<file path="config.mk">
export PLATFORM = sky130hd
export DESIGN_NAME = engine_start_sequencer
export DESIGN_NICKNAME = d
export VERILOG_FILES = /design/src/hdl/ess_pkg.sv /design/src/hdl/engine_start_sequencer.sv
export SDC_FILE = /design/constraint.sdc
export NUM_CORES = 1
export LEC_CHECK = 0
export BUFFER_PORTS_ARGS = -buffer_cell sky130_fd_sc_hd__buf_2
export CORE_MARGIN = 2
export CORE_UTILIZATION = 54
export DETAILED_ROUTE_END_ITERATION = 10
export PLACE_DENSITY = 0.76
export SETUP_SLACK_MARGIN = 0.2
export SYNTH_ARGS = -nofsm -noshare
export SYNTH_HDL_FRONTEND = slang
export SYNTH_SLANG_ARGS = --single-unit
</file>
<file path="constraint.sdc">
create_clock -name clk -period 3.1 [get_ports clk]
set_input_delay 0.93 -clock clk [delete_from_list [all_inputs] [get_ports clk]]
set_output_delay 0.93 -clock clk [all_outputs]
set_load 0.01 [all_outputs]
</file>
<file path="src/hdl/ess_pkg.sv">
// Package: types, codes and constants of the engine start sequencer.
package ess_pkg;

	// Glow timer width; glow durations are truncated to it.
	localparam int GLOW_TIMER_BITS = 12;

	localparam int DELAY_BITS = 10;
	localparam int CFG_ADDR_BITS = 3;
	localparam int CFG_DATA_BITS = 12;
	localparam int IN_DATA_BITS = 16;
	localparam int OUT_DATA_BITS = 16;

	typedef enum logic [2:0] {
		PH_IDLE    = 3'd0,
		PH_GLOW    = 3'd1,
		PH_PRIME   = 3'd2,
		PH_STARTER = 3'd3,
		PH_CRANK   = 3'd4,
		PH_CHECK   = 3'd5,
		PH_RUN     = 3'd6,
		PH_FAIL    = 3'd7
	} phase_t;

	typedef enum logic [1:0] {
		ST_NONE      = 2'd0,
		ST_WARM      = 2'd1,
		ST_START     = 2'd2,
		ST_ENGINE_ON = 2'd3
	} status_t;

	typedef enum logic [CFG_ADDR_BITS-1:0] {
		REG_MAX_ATTEMPTS  = 3'd0,
		REG_PRIME_DELAY   = 3'd1,
		REG_CRANK_TIME    = 3'd2,
		REG_PRESSURE_WAIT = 3'd3,
		REG_POSTHEAT_TIME = 3'd4,
		REG_NO_GLOW_TEMP  = 3'd5
	} cfg_reg_t;

	// Temperature band edges, degrees F
	localparam logic signed [8:0] TEMP_WARM = 9'sd104;
	localparam logic signed [8:0] TEMP_MILD = 9'sd68;
	localparam logic signed [8:0] TEMP_COLD = 9'sd32;

	// Glow durations in ticks
	localparam logic [GLOW_TIMER_BITS-1:0] GLOW_NO_SENSOR = GLOW_TIMER_BITS'(2800);
	localparam logic [GLOW_TIMER_BITS-1:0] GLOW_WARM      = GLOW_TIMER_BITS'(800);
	localparam logic [GLOW_TIMER_BITS-1:0] GLOW_MILD      = GLOW_TIMER_BITS'(1000);
	localparam logic [GLOW_TIMER_BITS-1:0] GLOW_COLD      = GLOW_TIMER_BITS'(1600);
	localparam logic [GLOW_TIMER_BITS-1:0] GLOW_FROST     = GLOW_TIMER_BITS'(2900);

	// Register reset values
	localparam logic [2:0]  RST_MAX_ATTEMPTS  = 3'd5;
	localparam logic [9:0]  RST_PRIME_DELAY   = 10'd100;
	localparam logic [9:0]  RST_CRANK_TIME    = 10'd400;
	localparam logic [9:0]  RST_PRESSURE_WAIT = 10'd1000;
	localparam logic [11:0] RST_POSTHEAT_TIME = 12'd500;
	localparam logic signed [8:0] RST_NO_GLOW_TEMP = 9'sd122;

	localparam logic [2:0] ATTEMPTS_MAX = 3'd7;

endpackage

</file>
<file path="src/hdl/engine_start_sequencer.sv">
// Top level: diesel engine start sequencer, one request per tick.
//
// Usage:
//  - Slave stream (s_*) takes one tick request: start request, sensor status,
//    outside temperature and oil pressure status. Master stream (m_*) returns
//    one result per request: drive outputs, status, failure flag, phase and
//    attempt count, all as they stand after that tick.
//  - Result path: an accepted request is registered, the sequencer steps once
//    the result slot is free, and the result shows on m_tdata after that step.
//  - Throughput: one request per cycle while m_tready stays high; the single
//    sequencer step between input and result register sets that figure.
//  - When the receiver stalls, the result register holds and the input
//    register keeps one more request; s_tready drops once both are full.
//  - Reset (arst_n low) puts the sequencer idle with drives off, timers
//    expired, attempts and failure flag clear, and all registers at their
//    defaults (5, 100, 400, 1000, 500, 122).
//  - Configuration: cfg_we with cfg_addr/cfg_wdata writes one register per
//    edge; indexes above 5 are ignored. Write only while no request is in
//    flight.
//  - After a failure the drives are held and start_failed stays set until
//    the next start request; shutdown is up to the surrounding logic.
module engine_start_sequencer (
	input  logic                               clk,
	input  logic                               arst_n,
	// s_tdata: start_req[0], temp_sensor_ok[1], temperature[10:2],
	//          oil_pressure_ok[11], zero fill[15:12]
	input  logic                               s_tvalid,
	output logic                               s_tready,
	input  logic [ess_pkg::IN_DATA_BITS-1:0]   s_tdata,
	// m_tdata: glow drive[0], pump drive[1], starter[2], status[4:3],
	//          start_failed[5], phase[8:6], attempts[11:9], zero fill[15:12]
	output logic                               m_tvalid,
	input  logic                               m_tready,
	output logic [ess_pkg::OUT_DATA_BITS-1:0]  m_tdata,
	input  logic                               cfg_we,
	input  logic [ess_pkg::CFG_ADDR_BITS-1:0]  cfg_addr,
	input  logic [ess_pkg::CFG_DATA_BITS-1:0]  cfg_wdata
);

	localparam int GB = ess_pkg::GLOW_TIMER_BITS;
	localparam int DB = ess_pkg::DELAY_BITS;

	// ---------------- configuration registers ----------------
	logic [2:0]        max_attempts_q;
	logic [DB-1:0]     prime_delay_q;
	logic [DB-1:0]     crank_time_q;
	logic [DB-1:0]     pressure_wait_q;
	logic [11:0]       postheat_time_q;
	logic signed [8:0] no_glow_temp_q;

	always_ff @(posedge clk or negedge arst_n) begin
		if (!arst_n) begin
			max_attempts_q  <= ess_pkg::RST_MAX_ATTEMPTS;
			prime_delay_q   <= ess_pkg::RST_PRIME_DELAY;
			crank_time_q    <= ess_pkg::RST_CRANK_TIME;
			pressure_wait_q <= ess_pkg::RST_PRESSURE_WAIT;
			postheat_time_q <= ess_pkg::RST_POSTHEAT_TIME;
			no_glow_temp_q  <= ess_pkg::RST_NO_GLOW_TEMP;
		end else if (cfg_we) begin
			unique case (cfg_addr)
				ess_pkg::REG_MAX_ATTEMPTS:  max_attempts_q  <= cfg_wdata[2:0];
				ess_pkg::REG_PRIME_DELAY:   prime_delay_q   <= cfg_wdata[DB-1:0];
				ess_pkg::REG_CRANK_TIME:    crank_time_q    <= cfg_wdata[DB-1:0];
				ess_pkg::REG_PRESSURE_WAIT: pressure_wait_q <= cfg_wdata[DB-1:0];
				ess_pkg::REG_POSTHEAT_TIME: postheat_time_q <= cfg_wdata[11:0];
				ess_pkg::REG_NO_GLOW_TEMP:  no_glow_temp_q  <= $signed(cfg_wdata[8:0]);
				default: ;
			endcase
		end
	end

	// ---------------- input register ----------------
	logic              valid_s1;
	logic              req_s1;
	logic              sensor_ok_s1;
	logic signed [8:0] temp_s1;
	logic              oil_ok_s1;
	logic              advance;

	// the step fires when a request waits and the result slot is free
	assign advance  = valid_s1 && (!m_tvalid || m_tready);
	assign s_tready = !valid_s1 || advance;

	always_ff @(posedge clk or negedge arst_n) begin
		if (!arst_n) begin
			valid_s1 <= 1'b0;
		end else if (s_tready) begin
			valid_s1 <= s_tvalid;
		end
	end

	always_ff @(posedge clk) begin
		if (s_tvalid && s_tready) begin
			req_s1       <= s_tdata[0];
			sensor_ok_s1 <= s_tdata[1];
			temp_s1      <= $signed(s_tdata[10:2]);
			oil_ok_s1    <= s_tdata[11];
		end
	end

	// ---------------- sequencer state ----------------
	ess_pkg::phase_t  phase_q, phase_d;
	ess_pkg::status_t status_q, status_d;
	logic [GB-1:0]    glow_timer_q, glow_timer_d;
	logic [DB-1:0]    delay_timer_q, delay_timer_d;
	logic [2:0]       attempts_q, attempts_d;
	logic             glow_q, glow_d;
	logic             pump_q, pump_d;
	logic             starter_q, starter_d;
	logic             failed_q, failed_d;

	always_comb begin
		// timers tick first
		glow_timer_d  = (glow_timer_q != '0) ? glow_timer_q - GB'(1) : glow_timer_q;
		delay_timer_d = (delay_timer_q != '0) ? delay_timer_q - DB'(1) : delay_timer_q;
		phase_d   = phase_q;
		status_d  = status_q;
		attempts_d = attempts_q;
		glow_d    = glow_q;
		pump_d    = pump_q;
		starter_d = starter_q;
		failed_d  = failed_q;

		// start request restarts at the glow step in this same tick
		if (req_s1) begin
			glow_d     = 1'b0;
			pump_d     = 1'b0;
			starter_d  = 1'b0;
			attempts_d = '0;
			failed_d   = 1'b0;
			phase_d    = ess_pkg::PH_GLOW;
		end

		unique case (phase_d)
			ess_pkg::PH_GLOW: begin
				glow_d   = 1'b1;
				status_d = ess_pkg::ST_WARM;
				if (!sensor_ok_s1) begin
					glow_timer_d = ess_pkg::GLOW_NO_SENSOR;
				end else if (temp_s1 >= no_glow_temp_q) begin
					glow_timer_d = '0;
					glow_d       = 1'b0;
				end else if (temp_s1 >= ess_pkg::TEMP_WARM) begin
					glow_timer_d = ess_pkg::GLOW_WARM;
				end else if (temp_s1 >= ess_pkg::TEMP_MILD) begin
					glow_timer_d = ess_pkg::GLOW_MILD;
				end else if (temp_s1 >= ess_pkg::TEMP_COLD) begin
					glow_timer_d = ess_pkg::GLOW_COLD;
				end else begin
					glow_timer_d = ess_pkg::GLOW_FROST;
				end
				if (attempts_d != ess_pkg::ATTEMPTS_MAX) attempts_d = attempts_d + 3'd1;
				phase_d = ess_pkg::PH_PRIME;
			end
			ess_pkg::PH_PRIME: begin
				if (glow_timer_d == '0) begin
					glow_d = 1'b0;
					if (delay_timer_d == '0) begin
						pump_d        = 1'b1;
						delay_timer_d = prime_delay_q;
						phase_d       = ess_pkg::PH_STARTER;
					end
				end
			end
			ess_pkg::PH_STARTER: begin
				if (delay_timer_d == '0) begin
					starter_d     = 1'b1;
					status_d      = ess_pkg::ST_START;
					delay_timer_d = crank_time_q;
					phase_d       = ess_pkg::PH_CRANK;
				end
			end
			ess_pkg::PH_CRANK: begin
				if (delay_timer_d == '0) begin
					starter_d = 1'b0;
					// post-heat uses the temperature regardless of sensor status
					if (temp_s1 < no_glow_temp_q) begin
						glow_d       = 1'b1;
						glow_timer_d = GB'(postheat_time_q);
					end
					delay_timer_d = pressure_wait_q;
					phase_d       = ess_pkg::PH_CHECK;
				end
			end
			ess_pkg::PH_CHECK: begin
				if (glow_timer_d == '0) glow_d = 1'b0;
				if (delay_timer_d == '0) begin
					if (!oil_ok_s1) begin
						if (attempts_d >= max_attempts_q) begin
							attempts_d = '0;
							failed_d   = 1'b1;
							phase_d    = ess_pkg::PH_FAIL;
						end else begin
							pump_d  = 1'b0;
							phase_d = ess_pkg::PH_GLOW;
						end
					end else begin
						delay_timer_d = '0;
						attempts_d    = '0;
						status_d      = ess_pkg::ST_ENGINE_ON;
						phase_d       = ess_pkg::PH_RUN;
					end
				end
			end
			default: ; // idle, running, failed: hold
		endcase
	end

	always_ff @(posedge clk or negedge arst_n) begin
		if (!arst_n) begin
			phase_q       <= ess_pkg::PH_IDLE;
			status_q      <= ess_pkg::ST_NONE;
			glow_timer_q  <= '0;
			delay_timer_q <= '0;
			attempts_q    <= '0;
			glow_q        <= 1'b0;
			pump_q        <= 1'b0;
			starter_q     <= 1'b0;
			failed_q      <= 1'b0;
		end else if (advance) begin
			phase_q       <= phase_d;
			status_q      <= status_d;
			glow_timer_q  <= glow_timer_d;
			delay_timer_q <= delay_timer_d;
			attempts_q    <= attempts_d;
			glow_q        <= glow_d;
			pump_q        <= pump_d;
			starter_q     <= starter_d;
			failed_q      <= failed_d;
		end
	end

	// ---------------- result register ----------------
	logic m_tvalid_q;

	always_ff @(posedge clk or negedge arst_n) begin
		if (!arst_n) begin
			m_tvalid_q <= 1'b0;
		end else if (advance) begin
			m_tvalid_q <= 1'b1;
		end else if (m_tready) begin
			m_tvalid_q <= 1'b0;
		end
	end

	assign m_tvalid = m_tvalid_q;
	// the state registers double as the result payload
	assign m_tdata  = {4'b0000, attempts_q, phase_q, failed_q, status_q,
		starter_q, pump_q, glow_q};

	// ---------------- assertions ----------------
	// failure flag is set exactly while parked in the failed phase
	a_fail_phase: assert property (@(posedge clk) disable iff (!arst_n)
		failed_q == (phase_q == ess_pkg::PH_FAIL))
		else $error("failure flag out of step with phase");

	// starter runs only in the crank phase
	a_starter_crank: assert property (@(posedge clk) disable iff (!arst_n)
		starter_q == (phase_q == ess_pkg::PH_CRANK))
		else $error("starter drive out of step with phase");

	// resting phases carry no attempt count
	a_attempts_rest: assert property (@(posedge clk) disable iff (!arst_n)
		(phase_q == ess_pkg::PH_IDLE || phase_q == ess_pkg::PH_RUN ||
		 phase_q == ess_pkg::PH_FAIL) |-> (attempts_q == 3'd0))
		else $error("attempt count left set in resting phase");

	// a full input register with a stalled result blocks new requests
	a_stall_block: assert property (@(posedge clk) disable iff (!arst_n)
		(valid_s1 && m_tvalid && !m_tready) |-> !s_tready)
		else $error("request taken while pipeline is full");

endmodule
</file>
---- Yosys cells after proc, flatten, opt, wreduce, memory -nomap -nowiden ----
Index checks and enable logic that the tools add are counted.
storage, ports and cells
  register bits after elaboration ......... 102
  bits of input ports ..................... 36
  output and inout bits ................... 18
  word-level logic and storage cells ...... 126
cells by class
  add/sub/neg operators ................... 3
  order comparisons ....................... 6
  equal/unequal tests ..................... 14
  multiplexer cells ....................... 61
  reductions and logical operators ........ 21
operators with widths
  kind                                                  count
  two-way mux 12 bit                                    8
  two-way mux 10 bit                                    7
  case mux 10 bit (4 select lines)                      1
  two-way mux 3 bit                                     13
  case mux 12 bit (2 select lines)                      1
  two-way mux 1 bit                                     22
  >= comparator 9 x 8 -> 1 bit (second input constant)  2
  case mux 3 bit (5 select lines)                       1
  equality test 3 x 2 -> 1 bit (second input constant)  4
  equality test 3 bit (second input constant)           4
  logical NOT 12 bit                                    1
  AND reduction 2 bit                                   6
  nonzero test 12 bit                                   1
  subtractor 12 x 1 -> 12 bit (second input constant)   1
  logical NOT 10 bit                                    1
  nonzero test 10 bit                                   1
  subtractor 10 x 1 -> 10 bit (second input constant)   1
  >= comparator 9 x 7 -> 1 bit (second input constant)  1
  >= comparator 9 bit                                   1
  < comparator 9 bit                                    1
  equality test 3 x 1 -> 1 bit (second input constant)  2
  two-way mux 2 bit                                     3
  inequality test 2 bit (second input constant)         3
  case mux 2 bit (3 select lines)                       1
  other kinds (14)                                      18

---- Depth between registers and ports, before layout ----
Gate-level depths: netlist of the first run.
  depth after elaboration ................. 7
  mapped depth ............................ 12
  gate-level depth less buffers ........... 10

---- Worst setup path after synthesis of the first run ----
Ideal clock, no wire load.
  path kind ............................... reg2reg
  from .................................... register delay_timer_q[0]
  to ...................................... register glow_timer_q[6]
  library setup time ...................... 126 ps
  arrival ................................. 2806 ps
  data required time ...................... 2974 ps
  path slack .............................. 168 ps
  cell stages (with the launch flop) ...... 12
  buffers on the path ..................... 2
  clock period less this slack ............ 2932 ps
  path through ............................ dfrtp_1 > inv_1 > ha_1 > or3b_1 > buf_2 > a21oi_1 > o31ai_1 > or4_1 > buf_2 > nor3_4 > nor3_1 > o32a_1
between the ends
  longest elaborated chain between the ends .. 5
RTL lines
  item                                                                line                           text
  start: declaration                                                  engine_start_sequencer.sv:105  logic [DB-1:0] delay_timer_q, delay_timer_d;
  start signal: assignment                                            engine_start_sequencer.sv:224  delay_timer_q <= delay_timer_d;
  subtractor 10 x 1 -> 10 bit or nonzero test 10 bit (tied branches)  engine_start_sequencer.sv:115  delay_timer_d = (delay_timer_q != '0) ? delay_timer_q - DB'(1) : delay_timer_q;
  two-way mux 10 bit *                                                engine_start_sequencer.sv:115
  logical NOT 10 bit *                                                engine_start_sequencer.sv:174  if (delay_timer_d == '0) begin
  two-way mux 12 bit *                                                engine_start_sequencer.sv:174
  case mux 12 bit (2 select lines) *                                  engine_start_sequencer.sv:134  unique case (phase_d)
  end signal: assignment                                              engine_start_sequencer.sv:223  glow_timer_q <= glow_timer_d;
  end: declaration                                                    engine_start_sequencer.sv:104  logic [GB-1:0] glow_timer_q, glow_timer_d;
Mark *: on every way between the ends. The rest lies on a longest branch, timed or not.
A chain may end at the register's enable or synchronous reset.

---- Final worst setup path of the first run ----
  from .................................... register delay_timer_q[0]
  to ...................................... register phase_q[0]
between the ends
  longest elaborated chain between the ends .. 6
RTL lines
  item                                                                line                           text
  subtractor 10 x 1 -> 10 bit or nonzero test 10 bit (tied branches)  engine_start_sequencer.sv:115
  two-way mux 10 bit *                                                engine_start_sequencer.sv:115
  logical NOT 10 bit *                                                n/a
  two-way mux 3 bit                                                   engine_start_sequencer.sv:158  if (delay_timer_d == '0) begin
  two-way mux 3 bit                                                   engine_start_sequencer.sv:156  if (glow_timer_d == '0) begin
  case mux 3 bit (5 select lines) *                                   engine_start_sequencer.sv:134
  end signal: assignment                                              engine_start_sequencer.sv:211  phase_q <= ess_pkg::PH_IDLE;
  end signal: assignment                                              engine_start_sequencer.sv:221  phase_q <= phase_d;
  end: declaration                                                    engine_start_sequencer.sv:102  ess_pkg::phase_t phase_q, phase_d;
Marked as above.

==> metrics.csv, run 1 <==
metric,value,unit
Final min period,2920,ps
Chip Width,110,um
Vias/cell,6.44,
Post-Layout Inst Area,6940,um2
actual slew at the worst max-slew pin,708,ps
number of global-route vias before repair,4980,
"Max FO, Critical Path",6,
maximum root-to-sink buffer count,2,
drt wl/cell,19.4,um
crit-path most repeated cell,nor4_1,
Mapped Area,6050,um2
die area,12100,um2
RSZ-0062 raised after global routing,yes,
Cell variety after synth,76,
Fillers,860,
Hold Path Depth,1,
Final setup viols,0,
final hold vios,0,
"top cells by count, synth","dfrtp_1 (65), mux2_2 (52), nor2_1 (43), nand2_1 (35), o21ai_0 (34)",
CTS tree,done,
Worst EP arrival,3230,ps
"Net count, final",729,
ANT nets after route,0,
clk sink count,102,
ys flop type,dfrtp_1,
GP Congestion,0.980,
first-pass GRT wire length,25.0,mm
"Seq/Total Area, Yosys",0.437,
Initial Util,0.555,
"area leader, netlist",dfrtp_1,
Multi-input gate area,3260,um2
setup slack after layout,182,ps
DP Worst Slack,-9.66,ps
"Clk pin slew, worst setup/hold paths",110,ps
max incr delay on CP,430,ps
Yosys reg bits,102,
Clock Latency Late Sink,380,ps
largest net degree at the start of global routing,54,
initial antenna violation count,0,
Synth-to-Final Area Change,14.8,%
Mean Syn Cell Area,9.77,um2
Maximum Capacitance Violations,0,
pwr dens,661,nW/um2
CP Buf/Inv Count,2,
Critical Path Slowest Stage Cell,nor4_1,
Crit. End Element,flip-flop,
worst path required time,3420,ps
R2R depth,10,
Core Area,10900,um2
DRC,0,
"EDFF count, synth",12,
First-pass DRT Iterations,6,
total gr overflow,0,
post-synth top area share,0.269,
Max IR drop VDD,0.333,mV
Min-Delay Startpoint,status_q[1],
Levels on crit path,10,
total wire length,15.9,mm
H-tree Lvls,3,
Worst slew margin,0.528,
Final period util,0.941,
Reg-to-Reg Start,delay_timer_q[0],
clock skew,11.5,ps
cts bufs inserted,9,
Pleak,2.87,nW
drt initial violations,678,
Die Height,110,um
ranking of synthesized cells by area,"dfrtp_1 (27%), dfstp_2 (11%), mux2_2 (9.7%)",
critical path class,flip-flop to flip-flop,
clock root cell,clkbuf_8,
status,"finished, final reports clean",
# diodes,0,
WHS,505,ps
DP Area,6520,um2
Post-synth ARST share,0.882,
via count,5298,
sequential cell area,2650,um2
fmax,0.343,GHz
IO Port Bufs,45,
met3 WL post-DR,1.26,mm
cell chain of the critical path,inv_1 -> ha_4 -> or3b_4 -> nor4_1 -> o221ai_1 -> nor4_1 -> buf_4 -> a211oi_1 -> nor3_1 -> o32a_1,
Worst setup startpoint,delay_timer_q[0],
startpoint class of the critical path,flip-flop,
CP top delay family,simple AND/OR/NAND/NOR gates,
total track usage,0.271,
Routed met1 length,6.57,mm
met2 routed WL,7.62,mm
site row count,38,
share of cells above drive strength 1,0.324,
hpwl dp,11.5,mm
Max Slew Vio Count,0,
Syn Inst Count,619,
# IOs,54,
uppermost layer routed,met4,
Ys Warns,0,
cell with the most instances after synthesis,dfrtp_1,
Worst Hold Class,flip-flop to flip-flop,
-- state kept, by name (all words and copies together), names as in the netlist, 9 cells and up --
signal and count:
glow_timer_q 12, postheat_time_q 12, crank_time_q 10, delay_timer_q 10, pressure_wait_q 10, prime_delay_q 10, no_glow_temp_q 9, temp_s1 9
-- cell families (layout without fill, tap and decap cells) --
family,count (synthesis),after routing,share of synthesized area
AND/OR/NAND/NOR,207,208,0.185
AO/OA/AOI/OAI,160,160,0.180
flip-flops,102,102,0.437
buffers and inverters,71,131,0.0526
multiplexers,56,56,0.103
adder cells (fa/ha/maj),16,16,0.0327
XOR/XNOR,6,6,0.00869
other,1,4,0.000620
-- path summary, 6_finish.rpt --
| path | end | slack (ps) |
|---|---|---|
| worst max register to register | phase_q[0] | 180 |
| min in group asynchronous | crank_time_q[6] | 510 |
| worst max-delay path | phase_q[0] | 180 |
| worst min register to register | status_q[1] | 500 |
| max in group asynchronous | postheat_time_q[2] | 1880 |
| worst min-delay path | status_q[1] | 500 |
-- layout make-up --
cell class,instances,share of cell area
multi-input cells,450,0.470
clock buffers,9,0.0178
inverters,29,0.0157
well taps,140,0.0252
repair buffers,86,0.0805
flip-flops and latches,102,0.381
clock inverters,7,0.00955
-- power breakdown --
part	leakage [nW]	switching (W)	internal, W
Clock	0.0949	0.000510	0.000310
Combinational	1.62	0.000938	0.000797
Sequential	1.15	0.000330	0.00171
Total	2.87	0.00178	0.00282
-- cell usage in the layout, fill, tap and decap left out, types with 5 or more instances in the layout --
master and n:
and3_1 9, o21ai_0 33, nor3_1 18, inv_1 28
or3_1 6, edfxtp_1 12, ha_1 14, dfrtp_1 63
or2_2 8, and2_1 6, o221ai_1 6, a22oi_1 7
o31ai_1 9, o21ai_1 5, buf_2 44, clkbuf_8 9
dfstp_2 25, xnor2_1 6, mux2_2 52, nand3_1 22
nor2b_1 6, nand2_1 34, nand2b_1 12, nor2_1 41
a21oi_1 28, nor4_1 9, buf_4 38, a31oi_1 16
-- per-stage QoR --
step / total power, W / TNS, ps / util / cells
6_report: 0.00459 / 0 / 0.638 / 823
5_1_grt: 0.00486 / 0 / 0.638 / 823
4_1_cts: 0.00442 / 0 / 0.620 / 814
3_5_place_dp: 0.00358 / -9.66 / 0.599 / 798
3_3_place_gp: 0.00348 / 0 / 0.599 / 798
2_1_floorplan: 0.00308 / 0 / - / 622
-- repair_timing --
action | CTS | global route
gates cloned | 0 | 1
hold endpoints to repair | 0 | 0
setup endpoints to repair | 22 | 27
hold buffers | 0 | 0
pin swaps | 0 | 11
setup buffers | 0 | 8
resized for setup | 9 | 26
-- layer usage --
| metal | track usage | up-vias |
|---|---|---|
| met1 | 0.360 | 2520 |
| met3 | 0.0451 | 54 |
| met5 | 0 | - |
| li1 | - | 2416 |
| met4 | 0.102 | 0 |
| met2 | 0.443 | 308 |
-- worst reg2reg max path, delay by kind of cell (launching register included) --
family          cells  cell delay (ps)
compound gates      3              450
fa+ha+maj           1              170
buf+inv             2              390
flops               1              400
simple gates        4             1450
No activity file was read; power rests on OpenSTA's default activity.
==> inputs of run 2 (changes only) <==
==> constraint.sdc (replaced) <==
create_clock -name clk -period 3.1 [get_ports clk]
set_input_delay 0.155 -clock clk [delete_from_list [all_inputs] [get_ports clk]]
set_output_delay 0.155 -clock clk [all_outputs]
set_load 0.1 [all_outputs]
==> metrics.csv, run 2 (synthesis results as in run 1) <==
metric,value,unit,change
internal power,0.00281,W,-0.23%
actual slew at the worst max-slew pin,889,ps,+181 ps
critical path class,flip-flop to flip-flop,,
max incr delay on CP,640,ps,+210 ps
Core Area,10900,um2,unchanged
"Net count, final",737,,+1.1%
maximum root-to-sink buffer count,2,,unchanged
most frequent cells in the layout,"dfrtp_1 (64), mux2_2 (52), buf_2 (44)",,
Worst Hold Class,primary input to flip-flop,,
# diodes,0,,unchanged
"commonest non-fill, non-tap cell in the layout",dfrtp_1,,
CTS tree,done,,
initial antenna violation count,0,,unchanged
final setup TNS,0,ps,unchanged
Vias/cell,6.39,,-0.78%
cts bufs inserted,9,,unchanged
DP Worst Slack,11.6,ps,+21.3 ps
Final min period,2850,ps,-66.9 ps
final hold vios,0,,unchanged
Pleak,2.89,nW,+1.0%
status,"finished, final reports clean",,
DRC,0,,unchanged
"Clk pin slew, worst setup/hold paths",100,ps,about the same
Chip Width,110,um,unchanged
cell chain of the critical path,inv_2 -> ha_2 -> or3b_4 -> nor3_4 -> o21ai_2 -> or4_4 -> o41a_1 -> a41oi_1 -> o22ai_1,,
"Max FO, Critical Path",7,,+1
share of cells above drive strength 1,0.320,,-0.00375
GP Congestion,0.924,,-5.7%
pwr dens,688,nW/um2,+4.0%
drt wl/cell,19.3,um,-0.50%
Inst Count DP,799,,+0.13%
CP top delay family,simple AND/OR/NAND/NOR gates,,
FF-to-FF setup slack,250,ps,+70 ps
biggest regs,"glow_timer_q (12), postheat_time_q (12)",,
Synth-to-Final Area Change,16.4,%,
Maximum Capacitance Violations,0,,unchanged
number of global-route vias before repair,5074,,+1.9%
largest net degree at the start of global routing,55,,+1.9%
setup slack after layout,249,ps,+66.9 ps
Final period util,0.920,,-0.0216
Die Height,110,um,unchanged
clock skew,14.2,ps,+2.71 ps
startpoint class of the critical path,flip-flop,,
Post-Route Utilization,0.646,,+0.00862
Initial Util,0.555,,unchanged
# IOs,54,,unchanged
CP Buf/Inv Count,1,,-1
Comb power frac,0.413,,+0.035
ANT nets after route,0,,unchanged
Reg-to-Reg Start,delay_timer_q[1],,
worst path required time,3360,ps,-60 ps
Critical Path Slowest Stage Cell,or4_4,,
IO Port Bufs,45,,unchanged
Clock power frac,0.166,,-0.013
Min-Delay Startpoint,cfg_wdata[11],,
sequential power share,0.421,,-0.023
RSZ-0062 raised after global routing,yes,,
final cell count without fillers,831,,+0.97%
hpwl dp,11.6,mm,+0.44%
Clock Latency Late Sink,380,ps,about the same
clk sink count,102,,unchanged
Hold Path Depth,2,,+1
total track usage,0.277,,+0.00644
FF-to-FF End,phase_q[2],,
site row count,38,,unchanged
R2R depth,9,,-1
Worst slew margin,0.405,,-0.123
clock root cell,clkbuf_8,,
Worst EP arrival,3120,ps,-110 ps
Max IR drop VDD,0.541,mV,+62%
overall power after layout,0.00484,W,+5.4%
via count,5308,,+0.19%
total gr overflow,0,,unchanged
fmax,0.351,GHz,+2.3%
Final setup viols,0,,unchanged
first-pass GRT wire length,25.6,mm,+2.4%
Max Slew Vio Count,0,,unchanged
Switch Pwr,0.00203,W,+14%
H-tree Lvls,3,,unchanged
Crit. End Element,flip-flop,,
hold endpoint,postheat_time_q[11],,
die area,12100,um2,unchanged
First-pass DRT Iterations,6,,unchanged
total wire length,16.0,mm,+0.46%
drt initial violations,508,,-25%
sw frac,0.420,,+0.0326
==> run 2: cell count changes in the layout (fill, tap and decap cells not counted), moves of 2 or more <==
cell           delta
buf_4             -3
buf_6             -2
inv_6             -2
o21ai_1           -3
clkinv_4          +2
dlygate4sd3_1    +14
nor4_2            +2
o21ai_2           +2
==> run 2: power groups by stage <==
stage / registers (W) / logic (W) / clock network, W
floorplan: 0.00211 / 0.00124 / 0
global placement: 0.00201 / 0.00178 / 0
detailed placement: 0.00204 / 0.00182 / 0
CTS: 0.00201 / 0.00187 / 0.000807
global route: 0.00208 / 0.00217 / 0.000869
finish: 0.00204 / 0.00200 / 0.000802
==> run 2: cell type report <==
cell class | instances | area (um2)
Clock buffer | 10 | 128
Clock inverter | 6 | 55.1
Fill cell | 865 | 3850
Inverter | 29 | 109
Multi-Input combinational cell | 449 | 3280
Sequential cell | 102 | 2650
Tap cell | 140 | 175
Timing Repair Buffer | 95 | 649
==> run 2: per-stage QoR <==
stage	cell area, um2	hold slack (ps)
floorplan	6060	-141
global placement	6520	231
detailed placement	6520	239
CTS	6870	12.0
global route	7040	17.4
finish	7040	15.1
==> run 2: per-layer routing <==
layer	track usage	vias to the layer above	wire [um]
met5	0	-	0
met4	0.114	0	429
met3	0.0486	37	1230
met2	0.432	239	7560
met1	0.382	2605	6810
li1	-	2427	-
==> run 2: timing repair <==
action | 4_1_cts | 5_1_grt
setup endpoints to repair | 24 | 31
gates cloned | 0 | 0
gates resized for setup | 7 | 33
hold buffers | 14 | 0
endpoints found under the hold margin | 57 | 0
pin swaps | 1 | 8
setup buffers | 0 | 2
==> run 2: how the worst max path moves through the flow <==
stage / from / end / slack, ps / depth (start not counted)
global placement: delay_timer_q[1] / glow_timer_q[1] / 100 / 10
global route: glow_timer_q[4] / delay_timer_q[1] / 140 / 7
finish: delay_timer_q[1] / phase_q[2] / 250 / 9
CTS: glow_timer_q[1] / delay_timer_q[8] / 210 / 10
floorplan: delay_timer_q[0] / phase_q[0] / 210 / 12
detailed placement: delay_timer_q[1] / glow_timer_q[1] / 10 / 10
==> inputs of run 3 (changes only) <==
PLACE_DENSITY = 0.73   (was 0.76)
==> metrics.csv, run 3 (synthesis results as in run 1) <==
metric,value,unit,change
# diodes,0,,unchanged
critical path class,flip-flop to flip-flop,,
Core Area,10900,um2,unchanged
DP Worst Slack,59.3,ps,+47.7 ps
Reg-to-Reg Start,delay_timer_q[0],,
ANT nets after route,0,,unchanged
# IOs,54,,unchanged
startpoint class of the critical path,flip-flop,,
final cell count without fillers,835,,+0.48%
Worst setup startpoint,delay_timer_q[0],,
total wire length,16.1,mm,+0.40%
number of global-route vias before repair,4853,,-4.4%
Inst Count DP,801,,+0.25%
WHS,16.3,ps,+1.13 ps
biggest regs,"glow_timer_q (12), postheat_time_q (12)",,
actual slew at the worst max-slew pin,868,ps,-21.8 ps
GP Congestion,0.918,,-0.71%
fmax,0.349,GHz,-0.45%
clock skew,10.5,ps,-3.71 ps
final hold vios,0,,unchanged
clk sink count,102,,unchanged
Min-Delay Startpoint,cfg_wdata[11],,
CTS tree,done,,
initial antenna violation count,0,,unchanged
Final min period,2860,ps,+12.9 ps
Synth-to-Final Area Change,16.3,%,about the same
First-pass DRT Iterations,5,,-1
pwr dens,691,nW/um2,+0.44%
Worst Hold Class,primary input to flip-flop,,
Final setup viols,0,,unchanged
"Clk pin slew, worst setup/hold paths",110,ps,about the same
share of cells above drive strength 1,0.315,,-0.00472
clock root cell,clkbuf_8,,
cts bufs inserted,9,,unchanged
largest net degree at the start of global routing,58,,+5.5%
via count,5298,,-0.19%
IO Port Bufs,45,,unchanged
worst path required time,3370,ps,about the same
first-pass GRT wire length,25.5,mm,-0.22%
die area,12100,um2,unchanged
total track usage,0.279,,+0.00148
final setup TNS,0,ps,unchanged
DP Area,6530,um2,+0.23%
RSZ-0062 raised after global routing,yes,,
"commonest non-fill, non-tap cell in the layout",dfrtp_1,,
Pleak,2.90,nW,about the same
Post-Layout Inst Area,7030,um2,about the same
Initial Util,0.555,,unchanged
"Max FO, Critical Path",7,,unchanged
status,"finished, final reports clean",,
Chip Width,110,um,unchanged
Crit. End Element,flip-flop,,
setup slack after layout,236,ps,-12.9 ps
drt initial violations,513,,+0.98%
Die Height,110,um,unchanged
drt wl/cell,19.3,um,about the same
H-tree Lvls,3,,unchanged
hpwl dp,11.5,mm,-0.53%
site row count,38,,unchanged
most frequent cells in the layout,"dfrtp_1 (64), mux2_2 (52), buf_2 (44)",,
Max Slew Vio Count,0,,unchanged
Clock Latency Late Sink,380,ps,about the same
Max IR drop VDD,0.473,mV,-13%
total gr overflow,0,,unchanged
"Net count, final",741,,+0.54%
Vias/cell,6.34,,-0.67%
Final period util,0.924,,+0.00415
Worst slew margin,0.419,,+0.0146
maximum root-to-sink buffer count,2,,unchanged
Maximum Capacitance Violations,0,,unchanged
DRC,0,,unchanged
Worst EP arrival,3130,ps,about the same
run 3: changes by cell type in the layout (fill, tap and decap cells not counted), sizes merged:
cell	previous run	this run
buf	81	84
clkinv	3	1
dlygate4sd3	14	15
inv	32	34
run 3: layout make-up:
| cell class | instances | area [um2] |
|---|---|---|
| multi-input combinational | 449 | 3240 |
| sequential | 102 | 2650 |
| clock buffer | 10 | 128 |
| timing repair buffer | 99 | 678 |
| fill | 911 | 3850 |
| inverter | 29 | 109 |
| tap | 140 | 175 |
| clock inverter | 6 | 60.1 |
run 3: per-layer routing:
| layer | GRT usage | wire, um | vias to the layer above |
|---|---|---|---|
| li1 | - | - | 2440 |
| met1 | 0.403 | 7340 | 2612 |
| met2 | 0.426 | 7480 | 219 |
| met3 | 0.0445 | 934 | 27 |
| met4 | 0.0958 | 324 | 0 |
| met5 | 0 | 0 | - |
run 3: power breakdown:
| part | total, W | internal (W) | leakage, nW | switching [W] |
|---|---|---|---|---|
| Combinational | 0.00201 | 0.000797 | 1.65 | 0.00121 |
| Clock | 0.000832 | 0.000317 | 0.0972 | 0.000514 |
| Sequential | 0.00202 | 0.00171 | 1.15 | 0.000313 |
| Total | 0.00486 | 0.00282 | 2.90 | 0.00204 |
run 3: worst max-delay path, stage by stage (launching register included):
cell	delay [ps]
dfrtp_1	420
buf_6	140
or4_4	580
o21ai_2	180
o21ai_2	90
or4_4	630
o41a_1	450
a41oi_2	180
o22ai_2	80
run 3: worst paths after layout:
check / to / slack, ps / cells past startpoint
min in group asynchronous: glow_timer_q[0] / 400 / 2
worst max register to register: phase_q[2] / 240 / 8
worst min-delay path: postheat_time_q[11] / 20 / 2
worst max-delay path: phase_q[2] / 240 / 8
worst min register to register: status_q[1] / 500 / 1
max in group asynchronous: postheat_time_q[8] / 1900 / 3
run 3: metrics by stage:
step           power [W]  utilization
4_1_cts          0.00474        0.632
2_1_floorplan    0.00335            -
5_1_grt          0.00515        0.646
3_5_place_dp     0.00388        0.600
6_report         0.00486        0.646
3_3_place_gp     0.00381        0.600
run 3: timing repair:
action,4_1_cts,5_1_grt
pin swaps,2,9
endpoints found under the setup margin,19,25
endpoints found under the hold margin,59,1
setup buffers,0,3
hold buffers,14,1
resized for setup,8,24
